[src/hdl/rmwf_pkg.sv]
// ----------------------------------------------------------------------------
// RGB median window filter package
// Shared types, register indexes and default sizes for the median filter.
// ----------------------------------------------------------------------------
package rmwf_pkg;

    localparam int MAX_WIDTH_DEF  = 1024;
    localparam int MAX_RADIUS_DEF = 2;
    localparam int HEIGHT_LIMIT   = 4096;
    localparam int OUT_FIFO_DEPTH = 8;

    localparam int CFG_INDEX_W = 2;
    localparam int CFG_DATA_W  = 13;

    typedef logic [CFG_INDEX_W-1:0] cfg_index_t;

    localparam cfg_index_t REG_FRAME_WIDTH   = 2'd0;
    localparam cfg_index_t REG_FRAME_HEIGHT  = 2'd1;
    localparam cfg_index_t REG_WINDOW_RADIUS = 2'd2;

    localparam logic [10:0] WIDTH_RESET  = 11'd640;
    localparam logic [12:0] HEIGHT_RESET = 13'd480;
    localparam logic [1:0]  RADIUS_RESET = 2'd1;

    localparam logic ACTION_DRAIN = 1'b1;

    typedef struct packed {
        logic       action;
        logic [7:0] in_red;
        logic [7:0] in_green;
        logic [7:0] in_blue;
    } pix_in_t;

    typedef struct packed {
        logic [7:0]  out_red;
        logic [7:0]  out_green;
        logic [7:0]  out_blue;
        logic [9:0]  out_column;
        logic [11:0] out_row;
        logic        frame_done;
    } pix_out_t;

    typedef struct packed {
        cfg_index_t            index;
        logic [CFG_DATA_W-1:0] data;
    } cfg_wr_t;

    typedef struct packed {
        logic [7:0] red;
        logic [7:0] green;
        logic [7:0] blue;
    } rgb_t;

    typedef struct packed {
        logic [9:0]  column;
        logic [11:0] row;
        logic        done;
    } res_meta_t;

endpackage

[src/hdl/rmwf_stream_if.sv]
// ----------------------------------------------------------------------------
// Stream channel interface
// Valid/ready channel carrying one payload per beat.
// ----------------------------------------------------------------------------
interface rmwf_stream_if #(
    parameter type payload_t = logic
) ();
    logic     valid;
    logic     ready;
    payload_t payload;

    modport source (output valid, output payload, input ready);
    modport sink   (input valid, input payload, output ready);
endinterface

[src/hdl/rmwf_out_fifo.sv]
// ----------------------------------------------------------------------------
// Result queue
// Small queue that decouples the free-running pipeline from the sink.
// ----------------------------------------------------------------------------
module rmwf_out_fifo
    import rmwf_pkg::*;
#(
    parameter int DEPTH = OUT_FIFO_DEPTH
) (
    input  logic                       clk,
    input  logic                       rst_n,
    input  logic                       push,
    input  pix_out_t                   push_data,
    output logic [$clog2(DEPTH+1)-1:0] count,
    rmwf_stream_if.source              out
);

    localparam int PTR_W = (DEPTH > 1) ? $clog2(DEPTH) : 1;
    localparam int CNT_W = $clog2(DEPTH + 1);

    pix_out_t         mem [DEPTH];
    logic [PTR_W-1:0] wr_ptr_reg;
    logic [PTR_W-1:0] rd_ptr_reg;
    logic [CNT_W-1:0] count_reg;
    logic             pop;

    assign pop         = out.valid && out.ready;
    assign out.valid   = (count_reg != '0);
    assign out.payload = mem[rd_ptr_reg];
    assign count       = count_reg;

    always_ff @(posedge clk)
    begin
        if (push)
        begin
            mem[wr_ptr_reg] <= push_data;
        end
    end

    always_ff @(posedge clk or negedge rst_n)
    begin
        if (!rst_n)
        begin
            wr_ptr_reg <= '0;
            rd_ptr_reg <= '0;
            count_reg  <= '0;
        end
        else
        begin
            if (push)
            begin
                wr_ptr_reg <= (32'(wr_ptr_reg) == DEPTH - 1) ? '0 : wr_ptr_reg + 1'b1;
            end
            if (pop)
            begin
                rd_ptr_reg <= (32'(rd_ptr_reg) == DEPTH - 1) ? '0 : rd_ptr_reg + 1'b1;
            end
            if (push && !pop)
            begin
                count_reg <= count_reg + 1'b1;
            end
            else if (pop && !push)
            begin
                count_reg <= count_reg - 1'b1;
            end
        end
    end

endmodule

[src/flat_wrapper.sv]
// flat-port wrapper written by rule: the top's interface ports become plain ports
module rmwf_out_fifo_flat import rmwf_pkg::*;
#(
    parameter int DEPTH = OUT_FIFO_DEPTH
)
  (clk, rst_n, push, push_data, count, out_valid, out_payload, out_ready);
  rmwf_stream_if out_i ();
  input  logic clk;
  input  logic rst_n;
  input  logic push;
  input  pix_out_t push_data;
  output logic [$clog2(DEPTH+1)-1:0] count;
  output wire logic [$bits(out_i.valid)-1:0] out_valid;
  output wire logic [$bits(out_i.payload)-1:0] out_payload;
  input wire logic [$bits(out_i.ready)-1:0] out_ready;
  assign out_valid = out_i.valid;
  assign out_payload = out_i.payload;
  assign out_i.ready = out_ready;
  rmwf_out_fifo #(.DEPTH(DEPTH)) u_core (.clk(clk), .rst_n(rst_n), .push(push), .push_data(push_data), .count(count), .out(out_i));
endmodule
[config.mk]
export PLATFORM = sky130hd
export DESIGN_NAME = rmwf_out_fifo_flat
export DESIGN_NICKNAME = d
export VERILOG_FILES = /design/src/hdl/rmwf_pkg.sv /design/src/hdl/rmwf_stream_if.sv /design/src/hdl/rmwf_out_fifo.sv /design/src/flat_wrapper.sv
export SDC_FILE = /design/constraint.sdc
export NUM_CORES = 1
export LEC_CHECK = 0
export BUFFER_PORTS_ARGS = -buffer_cell sky130_fd_sc_hd__clkbuf_2
export CAP_MARGIN = 15
export CORE_ASPECT_RATIO = 1.5
export CORE_MARGIN = 4
export CORE_UTILIZATION = 45
export CTS_CLUSTER_DIAMETER = 40
export DETAILED_ROUTE_END_ITERATION = 7
export PLACE_DENSITY = 0.91
export SKIP_CTS_REPAIR_TIMING = 1
export SLEW_MARGIN = 20
export SYNTH_ARGS = -nofsm -noshare
export SYNTH_HDL_FRONTEND = slang
export SYNTH_SLANG_ARGS = --single-unit
[constraint.sdc]
create_clock -name clk -period 7.6 [get_ports clk]
set_clock_uncertainty 0.1 [all_clocks]
set_input_delay 1.14 -clock clk [delete_from_list [all_inputs] [get_ports clk]]
set_output_delay 1.14 -clock clk [all_outputs]
set_load 0.01 [all_outputs]
=== Word-level counts from Yosys, hierarchy flattened ===
Memory sizes are Yosys's and may differ from the RTL's.
Index checks and enable logic that the tools add are counted.

* Logic and storage cells: 23
* Bits in writable memories: 376
* ROM bits: 0
* Bits in latches: 0
* Input port bits: 51
* Flip-flop bits (word level): 10
* Memories kept: 1

{| class="wikitable"
|+ Memories
! name !! words !! width !! read ports !! clocked after memory_dff !! write ports !! RTL line !! source
|-
| u_core.mem || 8 || 47 || 1 || 0 || 1 || rmwf_out_fifo.sv:21 || <nowiki>pix_out_t mem [DEPTH];</nowiki>
|}

* Reductions and logical operators: 7
* Multipliers: 0
* Shift operators: 0
* $lt $le $gt $ge: 0
* $add $sub $neg: 4
* Divide/modulo/power cells: 0
* Multiplexer cells: 6
* Eq/ne operators: 2
* Bitwise gates (word level): 0

{| class="wikitable"
|+ Operator list
! cell !! count
|-
| $mux 4 || 2
|-
| $add 3x1->3 const B || 2
|-
| $eq 3x3->1 const B || 2
|-
| $mux 3 || 2
|-
| $add 4x1->4 const B || 1
|-
| $reduce_bool 4->1 || 1
|-
| $sub 4x1->4 const B || 1
|-
| $logic_and 1x1->1 || 3
|-
| $logic_not 1->1 || 2
|-
| $mux 1 || 2
|-
| $reduce_bool 2->1 || 1
|}

=== Depth between registers and ports, before layout ===
Gate-level depths: netlist of the first run.

* Depth after elaboration: 5
* Gate-level depth with buffers: 7

=== Worst setup path before layout of the first run ===
Ideal clock, no wire load.

* Path type: in2reg
* Start point: input port out_ready
* End point: register u_core.count_reg[3], in the netlist u_core.count[3]
* Stages on the path: 7
* Setup slack: 4.735 ns
* Arrival: 2.634 ns
* Data required time: 7.369 ns
* Path through: o41ai_4 ha_1 inv_1 ha_1 or4_1 o211ai_1 o211ai_1

* Word-level cells in the longest chain between the ends: 4
* Elaborated cells on any way between the ends: 6
* Those cells by class: 1 x mux; 5 x reduce/logical

{| class="wikitable"
|+ RTL lines
! item !! RTL line !! source
|-
| start: declaration || flat_wrapper.sv:15 || <nowiki>input wire logic [$bits(out_i.ready)-1:0] out_ready;</nowiki>
|-
| $logic_and 1x1->1 * || rmwf_out_fifo.sv:27 || <nowiki>assign pop = out.valid && out.ready;</nowiki>
|-
| $logic_not 1->1 || rmwf_out_fifo.sv:58 || <nowiki>if (push && !pop)</nowiki>
|-
| $logic_and 1x1->1 || rmwf_out_fifo.sv:58 ||
|-
| $mux 4 or $reduce_bool 2->1 (tied branches) || - ||
|-
| end signal: assignment || rmwf_out_fifo.sv:60 || <nowiki>count_reg <= count_reg + 1'b1;</nowiki>
|-
| end signal: assignment || rmwf_out_fifo.sv:64 || <nowiki>count_reg <= count_reg - 1'b1;</nowiki>
|-
| end: declaration || rmwf_out_fifo.sv:24 || <nowiki>logic [CNT_W-1:0] count_reg;</nowiki>
|}

Every way passes the cells marked *; elsewhere a longest branch is shown, timed or not.
A chain may end at the register's enable or synchronous reset.

=== Worst setup path after layout of the first run ===
* Start point: register u_core.rd_ptr_reg[0]
* End point: output port out_payload

* Word-level cells in the longest chain between the ends: 1

{| class="wikitable"
|+ RTL lines
! item !! RTL line !! source
|-
| start: declaration || rmwf_out_fifo.sv:23 || <nowiki>logic [PTR_W-1:0] rd_ptr_reg;</nowiki>
|-
| start signal: assignment || rmwf_out_fifo.sv:56 || <nowiki>rd_ptr_reg <= (32'(rd_ptr_reg) == DEPTH - 1) ? '0 : rd_ptr_reg + 1'b1;</nowiki>
|-
| $mem_v2 8x47 || - ||
|-
| end: declaration || flat_wrapper.sv:14 || <nowiki>output wire logic [$bits(out_i.payload)-1:0] out_payload;</nowiki>
|}

No other way between the ends.

==> results of run 1 <==
==> cell type report <==
| type | count | share of cell area |
|---|---|---|
| well taps | 22 | 0.02564 |
| flip-flops and latches | 18 | 0.4569 |
| multi-input cells | 54 | 0.4266 |
| inverters | 3 | 0.01049 |
| repair buffers | 10 | 0.04662 |
| clock buffers | 4 | 0.03380 |
==> worst min-delay path by stage <==
stage	from	to	slack (ns)	depth (start not counted)
floorplan	u_core.rd_ptr_reg[1]$_DFFE_PN0P_	u_core.rd_ptr_reg[1]$_DFFE_PN0P_	0.41	2
global placement	u_core.rd_ptr_reg[1]$_DFFE_PN0P_	u_core.rd_ptr_reg[1]$_DFFE_PN0P_	0.44	2
detailed placement	u_core.rd_ptr_reg[2]$_DFFE_PN0P_	u_core.rd_ptr_reg[2]$_DFFE_PN0P_	0.46	1
CTS	u_core.rd_ptr_reg[2]$_DFFE_PN0P_	u_core.rd_ptr_reg[2]$_DFFE_PN0P_	0.48	1
global route	u_core.rd_ptr_reg[2]$_DFFE_PN0P_	u_core.rd_ptr_reg[2]$_DFFE_PN0P_	0.52	1
finish	u_core.rd_ptr_reg[2]$_DFFE_PN0P_	u_core.rd_ptr_reg[2]$_DFFE_PN0P_	0.49	1
==> power by group <==
| part | internal, mW | switching, mW |
|---|---|---|
| clock | 0.0292 | 0.0282 |
| combinational | 0.0927 | 0.0828 |
| sequential | 0.133 | 0.0463 |
| total | 0.255 | 0.157 |
==> per-layer routing <==
layer,GRT usage,routed length (um)
met5,0,0
met4,0.05338,32
met3,0.01667,27
met2,0.2378,978
met1,0.1519,640
==> through the flow <==
| stage | instance area, um2 | power [mW] | hold slack (ns) |
|---|---|---|---|
| after floorplan | 963.4 | 0.3025 | 0.4061 |
| after global placement | 1037 | 0.3406 | 0.4442 |
| after detailed placement | 1037 | 0.3578 | 0.4622 |
| after CTS | 1074 | 0.4149 | 0.4848 |
| after global routing | 1074 | 0.4477 | 0.5168 |
| final | 1074 | 0.4121 | 0.4853 |
==> cells in the final DEF (no fill, tap or decap), types with 2 or more instances in the layout <==
cell / synthesis / layout
ha_1: 7 / 7
a21oi_1: 2 / 2
clkbuf_4: 0 / 3
clkbuf_2: 0 / 10
mux2_2: 3 / 3
nand2b_1: 4 / 4
mux4_2: 2 / 2
xnor2_1: 2 / 2
o21ai_0: 2 / 2
mux2i_1: 2 / 2
nor2_1: 6 / 6
o211ai_1: 2 / 2
nand3_1: 2 / 2
edfxtp_1: 8 / 8
inv_1: 3 / 3
nor3_1: 4 / 4
dfrtp_1: 10 / 10
nand2_1: 6 / 6
==> kinds of logic after synthesis <==
family / after synthesis
compound gates: 10
xor+xnor: 2
fa+ha+maj: 8
buf+inv: 4
flops: 18
mux: 8
simple gates: 26
==> results.toml, run 1 <==
[status]
status = "finished, final reports clean"

[yosys]
synth-seq-cells = 18
synth-warning-count = 0
synth_nets = 135
synth_area_um2 = 963.4
syn_inst = 76
yosys.area_share.simple = 0.1351
synth.area.mux_share = 0.1182
synth_area_per_cell_um2 = 12.68
synthAdderAreaFrac = 0.1117
synth-compound-area-share = 0.09221
async_flop_share = 0.5556
synth.area.top_cells = "dfrtp_1, edfxtp_1, ha_1"
synthFlopType = "dfrtp_1"
synth.most_common_cell = "dfrtp_1"
synth_top_area_share = 0.2597
synth_edf_count = 8
yosysSeqAreaShare = 0.5091
ys_types = 27
yosys-top-cells-count = "dfrtp_1, edfxtp_1, ha_1"
yosys.area.top_type = "dfrtp_1"
synth_top_family_by_area = "simple AND/OR/NAND/NOR gates"
synth_xor_area_frac = 0.01818

[clock_network]
clock-sinks = 18
cts_buffer_depth = 2
cts_buffers = 3
cts_tree = "built"
cts.htree.levels = 1
cts_root_buf = "clkbuf_4"
insertion_delay_ns = 0.29
clkTransAtPathRegs_ns = 0.10

[route]
ant_nets = 0
vias = 618
firstDrtPassIters = 2
routed_via_density = 5.568
drc_errors = 0
wire_per_inst_um = 15.12
routed_wl_um = 1678
drtIter0Drc = 16

[worst_setup_path]
endpoint_kind = "output port"
rr_startpoint = "u_core.count[0]$_DFFE_PN0P_"
start_kind = "register"
critPathKind = "register to output port"
reg2reg_setup_slack_ns = 4.68
crit_family = "multiplexers"
crit_chain = "mux4_2 -> mux2_2 -> clkbuf_2"
cp_max_fo = 5
reg2reg_depth = 7
cp-startpoint = "u_core.rd_ptr_reg[0]$_DFFE_PN0P_"
path_depth = 3
crit_buf_inv = 1
slowest_stage = "mux4_2"
critPathMaxStageDelay_ns = 0.52
r2r_end = "u_core.count[3]$_DFFE_PN0P_"
arrival_ns = 1.70
crit_end = "out_payload"
required_ns = 6.36

[timing]
rsz0062_at_grt = "false"
period_needed_ns = 2.937
setup_slack_ns = 4.663
hold_viol = 0
timing.final.crit_share = 0.3865
tns_ns = 0
maxSlewViolCount = 0
finalSetupViolCount = 0
fmax_mhz = 340.5
worstMarginPinSlew_ns = 0.4673
slew_headroom = 0.6874

[placement]
dp_hpwl_um = 1331
io_buffers = 10
gp_congestion = 0.8465
dp_slack_ns = 4.439
dp.cells = 107

[floorplanning]
die_area_mm2 = 0.002961
io_pins = 57
core_area_mm2 = 0.002027
dieWidth_um = 45.78
die_y_um = 64.67
start_util = 0.4753
num_rows = 20

[grt]
grt_start_max_net_pins = 11
grt.total_usage = 0.1331
grt_overflow = 0
grt_pass1_vias = 649
grt_pass1_wl_um = 2891
antenna_found_initial = 0

[power_and_ir_drop]
power_density_mw_per_mm2 = 383.9
max-vdd-ir-drop_uv = 196.7
power.leakage_nw = 0.4482

[layout]
multi_input_area_um2 = 457.9
area_delta_synth_final_pct = 11.43
fin_cells = 111
final_nets = 149
drive_gt1_frac = 0.2584
final_util = 0.5296
seqCellArea_um2 = 490.5
largest_reg_flops = 8
n_antenna_cell = 0
num-fill-cells = 174

[hold_path]
hold_path_class = "register to register"

[job]
cap_violations = 0
No activity file was read; power rests on OpenSTA's default activity.
==> inputs of run 2 (changes only) <==
--- a/config.mk
+++ b/config.mk
@@ -9,10 +9,10 @@
 export CAP_MARGIN = 15
 export CORE_ASPECT_RATIO = 1.5
 export CORE_MARGIN = 4
-export CORE_UTILIZATION = 45
+export CORE_UTILIZATION = 42
 export CTS_CLUSTER_DIAMETER = 40
 export DETAILED_ROUTE_END_ITERATION = 7
-export PLACE_DENSITY = 0.91
+export PLACE_DENSITY = 0.87
 export SKIP_CTS_REPAIR_TIMING = 1
 export SLEW_MARGIN = 20
 export SYNTH_ARGS = -nofsm -noshare
==> constraint.sdc (replaced) <==
create_clock -name clk -period 2.76 [get_ports clk]
set_clock_uncertainty 0.1 [all_clocks]
set_input_delay 0.414 -clock clk [delete_from_list [all_inputs] [get_ports clk]]
set_output_delay 0.414 -clock clk [all_outputs]
set_load 0.01 [all_outputs]
==> run 2 against run 1 <==
Combinational power increased to 2.9 times the previous value. Design area increased by 1.7%. Routed wire length decreased by 7.2%. Die area increased by 6.1%. Non-clock buffer count increased by 3. Register-to-register slack got worse by 4.5 ns. Sequential power increased to 2.7 times the previous value. Global-route usage decreased by 2.0 points. Sequential cell count unchanged. Worst hold slack got worse by 0.17 ns. First-iteration DRC count decreased by 19%.
==> results.toml, run 2 (synthesized netlist as in run 1, its figures left out) <==
[clock_network]
clock-sinks = 18
cts_root_buf = "clkbuf_4"
cts_buffer_depth = 2
cts_tree = "built"
cts.htree.levels = 1
cts_buffers = 3
clkTransAtPathRegs_ns = 0.10
insertion_delay_ns = 0.28

[layout]
final_nets = 152
layout_common_cells = "clkbuf_2, dfrtp_1, edfxtp_1"
n_antenna_cell = 0
fin_cells = 115
area_delta_synth_final_pct = 13.38
largest_reg_flops = 8
drive_gt1_frac = 0.2717

[route]
drc_errors = 0
drtIter0Drc = 13
firstDrtPassIters = 4
ant_nets = 0
routed_via_density = 5.565
routed_wl_um = 1558
vias = 640
wire_per_inst_um = 13.55

[worst_setup_path]
start_kind = "register"
r2r_end = "u_core.count[3]$_DFFE_PN0P_"
cp_max_fo = 6
rr_startpoint = "u_core.count[1]$_DFFE_PN0P_"
reg2reg_depth = 7
endpoint_kind = "register"
reg2reg_setup_slack_ns = 0.17
required_ns = 2.83
critPathKind = "register to register"
arrival_ns = 2.65

[job]
cap_violations = 0

[timing]
maxSlewViolCount = 0
worstMarginPinSlew_ns = 0.2782
finalSetupViolCount = 0
fmax_mhz = 386.3
timing.final.crit_share = 0.9379
tns_ns = 0
period_needed_ns = 2.589
rsz0062_at_grt = "false"
slew_headroom = 0.8139
hold_viol = 0

[grt]
grt_pass1_vias = 640
grt_overflow = 0
antenna_found_initial = 0
grt_start_max_net_pins = 11
grt_pass1_wl_um = 2622
grt.total_usage = 0.1130

[hold_path]
holdCritStartpoint = "push_data[0]"
holdPathEnd = "u_core.mem[4][0]$_DFFE_PP_"
hold_path_class = "input port to register"
min_path_cells = 1

[placement]
gp_congestion = 0.7528
dp_hpwl_um = 1253
dp.cells = 110
io_buffers = 10

[floorplanning]
num_rows = 21
die_area_mm2 = 0.003140
io_pins = 57
start_util = 0.4365
core_area_mm2 = 0.002207
die_y_um = 66.66
dieWidth_um = 47.11

[power_and_ir_drop]
power_density_mw_per_mm2 = 1018
power_mw = 1.112
max-vdd-ir-drop_uv = 312.1
power.leakage_nw = 0.4547

[status]
status = "finished, final reports clean"
-- run 2: changes by cell type in the layout (fill, tap and decap cells not counted), sizes merged --
| cell | change |
|---|---|
| buf | +2 |
| clkbuf | -1 |
| clkinv | +1 |
| dlygate4sd3 | +1 |
-- run 2: worst max-delay path, stage by stage (launching register included) --
cell      delay, ns
dfrtp_1        0.48
o41ai_4        0.38
ha_2           0.29
inv_1          0.10
ha_1           0.36
or4_1          0.53
o211ai_1       0.11
o211ai_1       0.11
-- run 2: per-stage QoR --
step | util | hold WS (ns) | area [um2] | setup slack (ns)
3_5_place_dp | 0.4773 | 0.1929 | 1054 | 0.1274
4_1_cts | 0.4892 | -0.1226 | 1080 | 0.1150
2_1_floorplan | - | 0.01841 | 963.4 | 0.1160
6_report | 0.4949 | 0.3160 | 1092 | 0.1714
5_1_grt | 0.4949 | 0.3121 | 1092 | 0.04208
3_3_place_gp | 0.4773 | 0.1831 | 1054 | 0.2129
-- run 2: final cells by class --
cell class                      instances  area, um2
Fill cell                             198       1115
Sequential cell                        18      490.5
Multi-Input combinational cell         54      460.4
Timing Repair Buffer                   13      75.07
Tap cell                               23      28.78
Clock buffer                            3      22.52
Inverter                                3      11.26
Clock inverter                          1      3.754
-- run 2: power by group --
part | switching, mW | total (mW) | internal, mW
logic | 0.236 | 0.506 | 0.270
registers | 0.113 | 0.479 | 0.366
clock network | 0.0751 | 0.128 | 0.0524
-- run 2: how the worst max path moves through the flow --
stage	startpoint	to	depth (start not counted)
after floorplan	u_core.count[0]$_DFFE_PN0P_	u_core.count[3]$_DFFE_PN0P_	7
after CTS	u_core.count[1]$_DFFE_PN0P_	u_core.count[3]$_DFFE_PN0P_	7
after detailed placement	u_core.count[1]$_DFFE_PN0P_	u_core.count[3]$_DFFE_PN0P_	7
final	u_core.count[1]$_DFFE_PN0P_	u_core.count[3]$_DFFE_PN0P_	7
after global placement	u_core.count[1]$_DFFE_PN0P_	u_core.count[3]$_DFFE_PN0P_	7
after global routing	u_core.count[1]$_DFFE_PN0P_	u_core.count[3]$_DFFE_PN0P_	7
-- run 2: layer usage --
metal / track usage / share of wire / up-vias
met5: 0 / 0 / -
met4: 0.05190 / 0 / 0
met3: 0.008108 / 0.012 / 0
met2: 0.2041 / 0.58 / 9
met1: 0.1267 / 0.41 / 313
li1: - / - / 318
